## config.mk

```make
export PLATFORM = sky130hd
export DESIGN_NAME = iprt_entry_eval
export DESIGN_NICKNAME = d
export VERILOG_FILES = /design/src/sv/iprt_pkg.sv /design/src/sv/iprt_entry_eval.sv
export SDC_FILE = /design/constraint.sdc
export NUM_CORES = 1
export LEC_CHECK = 0
export BUFFER_PORTS_ARGS = -buffer_cell sky130_fd_sc_hd__buf_4
export CAP_MARGIN = 5
export CELL_PAD_IN_SITES_DETAIL_PLACEMENT = 1
export CELL_PAD_IN_SITES_GLOBAL_PLACEMENT = 2
export CORE_MARGIN = 3
export CORE_UTILIZATION = 16
export DETAILED_ROUTE_END_ITERATION = 6
export PLACE_DENSITY = 0.95
export SYNTH_ARGS = -nofsm -noshare
export SYNTH_HDL_FRONTEND = slang
export SYNTH_SLANG_ARGS = --single-unit
```

## constraint.sdc

```tcl
create_clock -name vclk -period 3.1
set_input_delay 0.31 -clock vclk [all_inputs]
set_output_delay 0.31 -clock vclk [all_outputs]
set_load 0.02 [all_outputs]
```

## src/sv/iprt_pkg.sv

```systemverilog
// Package for the IPv4 route prefix table: request and response types,
// command and status codes, and the layout of one stored route.
// No dependencies; every other file of the block imports it.
package iprt_pkg;

  // Default number of route slots.
  localparam int unsigned ROUTES_DEF = 64;

  // A mask with every bit set marks a host route.
  localparam logic [31:0] HOST_MASK = 32'hFFFF_FFFF;

  typedef enum logic [1:0] {
    CMD_ADD        = 2'd0,
    CMD_DELETE     = 2'd1,
    CMD_LOOKUP_ALL = 2'd2,
    CMD_LOOKUP_ONE = 2'd3
  } cmd_e;

  typedef enum logic [1:0] {
    STAT_OK   = 2'd0,
    STAT_FULL = 2'd1,
    STAT_NONE = 2'd2
  } status_e;

  typedef enum logic [1:0] {
    S_CLEAR,
    S_IDLE,
    S_SCAN,
    S_RESULT
  } state_e;

  typedef struct packed {
    cmd_e        command;
    logic [31:0] address;
    logic [31:0] prefix_mask;
    logic [31:0] next_hop;
    logic [7:0]  iface_index;
    logic [31:0] route_metric;
    logic [7:0]  table_select;
  } in_req_t;

  typedef struct packed {
    status_e     status;
    logic [31:0] match_dest;
    logic [31:0] match_mask;
    logic [31:0] out_gateway;
    logic [7:0]  egress_iface;
    logic [31:0] out_metric;
    logic [7:0]  out_table;
    logic        is_gateway;
    logic        is_host;
    logic [5:0]  entry_slot;
    logic [6:0]  entry_count;
  } out_rsp_t;

  // One word of the route memory.
  typedef struct packed {
    logic        valid;
    logic [31:0] dest;
    logic [31:0] mask;
    logic [31:0] gateway;
    logic [7:0]  iface;
    logic [31:0] metric;
    logic [7:0]  tbl;
  } entry_t;

  // Verdicts on the entry that has just come out of the memory.
  typedef struct packed {
    logic free;     // slot is unused, an add may take it
    logic key_hit;  // active entry with the requested destination and mask
    logic better;   // matching route that beats the best one so far
  } eval_t;

endpackage

```

## src/sv/iprt_entry_eval.sv

```systemverilog
// Per-entry compare logic of the IPv4 route prefix table.
// Judges one route word against the current request and the best route.
// Depends on iprt_pkg.
module iprt_entry_eval (
  input  iprt_pkg::in_req_t req_i,
  input  iprt_pkg::entry_t  entry_i,
  input  logic [31:0]       lead_mask_i,
  input  logic [31:0]       lead_metric_i,
  output iprt_pkg::eval_t   eval_o
);
  import iprt_pkg::*;

  logic table_ok;
  logic prefix_ok;
  logic lpm_hit;

  always_comb begin
    table_ok  = (req_i.command != CMD_LOOKUP_ONE) || (entry_i.tbl == req_i.table_select);
    prefix_ok = (req_i.address & entry_i.mask) == entry_i.dest;
    lpm_hit   = entry_i.valid && table_ok && prefix_ok;

    eval_o.free    = !entry_i.valid;
    eval_o.key_hit = entry_i.valid && (entry_i.dest == req_i.address)
                     && (entry_i.mask == req_i.prefix_mask);
    // Longer (numerically larger) mask wins; on a tie, a strictly lower metric.
    eval_o.better  = lpm_hit && ((entry_i.mask > lead_mask_i)
                     || ((entry_i.mask == lead_mask_i) && (entry_i.metric < lead_metric_i)));
  end

endmodule
```

### Word-level counts from Yosys, hierarchy flattened

Cells that the tools add are included.

* flip-flop bits (word level): 0
* bits in latches: 0
* bits in writable memories: 0
* memory bits (read-only): 0
* bits of input ports: 355
* output and inout port bits: 3
* logic and storage cells: 18
* memories: 0

* $add $sub $neg: 0
* multipliers: 0
* divide/modulo/power cells: 0
* $lt $le $gt $ge: 2
* eq/ne operators: 6
* shifts and indexed selects: 0
* mux-type cells: 0
* bitwise gates (word level): 1
* reduce and logical (&&, ||, !) cells: 9

Operator list (count)
* $eq A32 B32 Y1: 4
* $and A32 B32 Y32: 1
* $gt A32 B32 Y1: 1
* $lt A32 B32 Y1: 1
* $eq A8 B8 Y1: 1
* $logic_and A1 B1 Y1: 6
* $logic_or A1 B1 Y1: 2
* $ne A2 B2 Y1 const B: 1
* $logic_not A1 Y1: 1

### Logic depth before layout (Yosys ltp)

* depth after elaboration: 5
* gate-level depth with buffers: 8
* mapped depth without buffers: 8

### Least setup slack after synthesis

No wires, ideal clock.

* path type: input to output
* start point: input port lead_metric_i[19]
* end point: output port eval_o[0] (netlist name)
* arrival time: 2215 ps
* required time: 2790 ps
* slack: 575 ps
* stages on the path: 8
* path buffers: 0
* cell sequence: inv_1 ha_1 a21oi_1 o21ai_1 a221o_1 a2111oi_0 o21ai_0 a2111oi_2

RTL lines
* start, declared: line iprt_entry_eval.sv:8 `input logic [31:0] lead_metric_i,`
* end, declared: line iprt_entry_eval.sv:9 `output iprt_pkg::eval_t eval_o`

==> results summary <==
The synthesized net count is 838. The post-CTS setup buffer count came out at 0. In this run the vertical extent of the chip is 141 um. The hold buffer count at cts came out at 0.

Measured along the x axis, the die boundary spans ~140 um. The I/O pin count is 358. In the synthesized netlist, mux cells make up 0% of the area. The area of the core came out at 0.0176 sq mm. The required time of the critical path is 2.79 ns. The number of sequential cells in the layout came out at 0.

The post-synthesis sequential area ratio came out at 0%. The detailed-router iteration count before antenna repair is 4. The synthesized netlist devotes 23.8% of its cell area to compound gates. The flow ran to the end, and the final reports show no timing, DRC or antenna violations.

The number of antenna repair diodes came out at 0. The number of routed nets with antenna violations is 0. STA classifies the critical path startpoint as an input pin. The final weighted congestion in routability-driven placement is approximately 0.86. The worst min-delay path class is in -> out. Measured against its own limit, the worst slew margin works out to 60.0%. Once detailed placement completed, the half-perimeter wirelength came to 16.1 mm. The count of synthesis-stage warnings from yosys is 0.

The maximum achievable frequency is between 300 and 400 MHz. The initial antenna violation count is 0. The largest driver fanout on the critical path is 2. The master of the slowest instance on the critical path is a2111oi_0. The total negative slack is 0 ns.

After synthesis, the largest family of logic cells by area is adder cells. The final worst-path cycle share came out at 92.4%. The maximum ir drop on the vdd rail came out at 0.0549 mV. The arrival time at the worst endpoint is ~2.6 ns.

The worst hold path was traced through 3 stages. After synthesis the cells add up to about 0.003 sq mm. The number of maximum-capacitance constraint violations is 0. The area taken by flip-flops and latches came out at 0 sq um. For this configuration, the core starts out at a cell density of 16.7%.

The count of filler cells inserted in the layout came out at 2,205. The average detailed-routed wire length per instance is 19.1 um. The number of vias in the routed layout is 4,057. The final number of max-transition violations is 0. The fraction of layout cells with a size suffix above 1 came out at a little under two fifths. Relative to the synthesized area, the layout overhead comes to 73.1%.

Yosys mapped the design onto 42 distinct sky130hd cell types. The setup violation total in the final timing report is 0. The actual slew at the worst max-slew pin came out at 0.594 ns. Setup repair after global routing left no endpoint under its margin. The die covers 0.0200 sq mm.

The first global-routing pass estimated 25.1 mm of wire. The post-cts gate resize count is 0. The routed design could run at a clock period as short as approximately 2.9 ns.

The count of port buffers added during placement is 246. Walking the worst path, the cells encountered are buf_4 -> ha_1 -> a21oi_1 -> o21ai_1 -> a221o_1 -> a2111oi_0 -> o21ai_0 -> a2111oi_2 -> buf_4. The number of global-route vias before repair is 4,497. The global router's overall resource usage is 16.2%. The cell leakage power is roughly 2.8 nW. The layout has 0 clock buffers.

After Yosys synthesis, and, or, nand and nor cells account for 20.1% of the synthesized area. The power per cell area came out at between 100 and 150 mW/mm^2. The total number of nets in the final design is 1,088. Entering global routing, the biggest net connects 6 pins. The number of design rule violations left after detail routing came out at 0.

The startpoint-to-endpoint class of the critical path is in -> out. After Yosys synthesis, full adders, half adders and majority gates account for ~27% of the synthesized area. Synthesis produced 420 cells. After detailed routing, the total wire length is 17.1 mm. The count of final hold-check violations is 0. The final standard cell area without fillers is 0.00508 sq mm. The total number of placement rows is 48. Summing all multi-input logic gate instances after layout gives 0.00256 sq mm. The cell that appears most often on the critical path is buf_4.

The number of violations reported at the end of detailed-routing iteration 0 is 129. The area after detailed placement is just over 0.005 sq mm. The total global routing overflow came out at 0.

The synthesized area per cell is 6.98 sq um. After detailed routing, the number of vias per cell comes to 4.54. The XOR/XNOR share of the synthesized area came out at 16.4%. STA classifies the critical path endpoint as an output port. On the worst path, the slowest cell contributes a delay of approximately 0.4 ns.
-- critical path, delay by kind of cell --
kind | cells | cell delay, ns
adders and majority gates | 1 | 0.31
buffers and inverters | 2 | 0.33
AOI/OAI and AO/OA | 6 | 1.60
-- cell families after synthesis --
logic type | Yosys count
simple gates | 106
buf+inv | 100
fa+ha+maj | 63
xor+xnor | 55
compound gates | 96
-- stage by stage --
step / util, % / hold WS (ns) / cells / setup WS [ns] / power, mW
global route: 28.8 / 0.931 / 893 / 0.0733 / 0.738
floorplan: - / 0.697 / 420 / 0.575 / 0.265
global placement: 28.8 / 0.915 / 893 / 0.217 / 0.655
CTS: 28.8 / 0.915 / 893 / 0.181 / 0.673
finish: 28.8 / 0.907 / 893 / 0.235 / 0.661
detailed placement: 28.8 / 0.915 / 893 / 0.175 / 0.669
-- cell usage in the layout (no fill, tap or decap), types with 4 or more instances in the layout --
cell	instances
nand3_1	5
o2bb2ai_1	5
ha_1	63
nand2b_1	7
a21oi_1	21
nor2b_1	9
a21o_1	5
a211oi_1	5
a221oi_1	11
o22ai_1	12
nor2_1	10
nand2_1	28
buf_4	248
xnor2_1	24
nor4_1	13
inv_1	99
o21ai_0	11
xor2_1	31
and4_1	4
nand4_1	18
-- power breakdown --
part	leakage, nW	switching [mW]	total (mW)	internal, mW
clock network	0	0	0	0
logic	2.76	0.303	0.661	0.358
registers	0	0	0	0
-- synth_stat cells (all sizes together) --
master / n / area [sq um]
a221oi: 14 / 141
o211ai: 2 / 15.0
or3: 1 / 6.26
a2111oi: 4 / 41.3
nand4: 18 / 113
o2111ai: 3 / 26.3
nor2b: 10 / 70.1
o2bb2ai: 5 / 43.8
a211oi: 5 / 37.5
and4: 4 / 35.0
and2b: 1 / 7.51
nor3: 3 / 15.0
nor4: 13 / 81.3
o22ai: 12 / 75.1
a32o: 3 / 30.0
or4: 1 / 7.51
xor2: 31 / 272
a21o: 5 / 37.5
a22oi: 3 / 22.5
nor2: 10 / 37.5
nand2: 28 / 105
a21oi: 21 / 105
a221o: 2 / 20.0
nand3: 6 / 35.0
o21ai: 12 / 60.1
and2: 1 / 6.26
a22o: 2 / 17.5
o211a: 1 / 10.0
xnor2: 24 / 210
inv: 100 / 375
ha: 63 / 788
or2b: 1 / 7.51
nand2b: 7 / 43.8
o21a: 1 / 7.51
nor4b: 2 / 17.5
o221ai: 1 / 8.76
-- area by class of cell --
type / instances / area share [%]
multi-input cells: 320 / 50.4
well taps: 225 / 5.55
inverters: 100 / 7.39
repair buffers: 248 / 36.7
-- path summary, 6_finish.rpt --
path / startpoint / end
min: entry_i[144] / eval_o[2]
max: entry_i[25] / eval_o[0]
-- routing by layer --
layer | GRT usage (%) | wire, um | share of wire (%) | up-vias
met5 | 0 | 0 | 0 | -
met3 | 2.73 | 1550 | 9.1 | 12
met2 | 30.0 | 8310 | 49 | 218
met1 | 20.4 | 7000 | 41 | 1835
li1 | - | - | - | 1992
met4 | 1.62 | 218 | 1.3 | 0
Power figures use the tool's default switching activity.
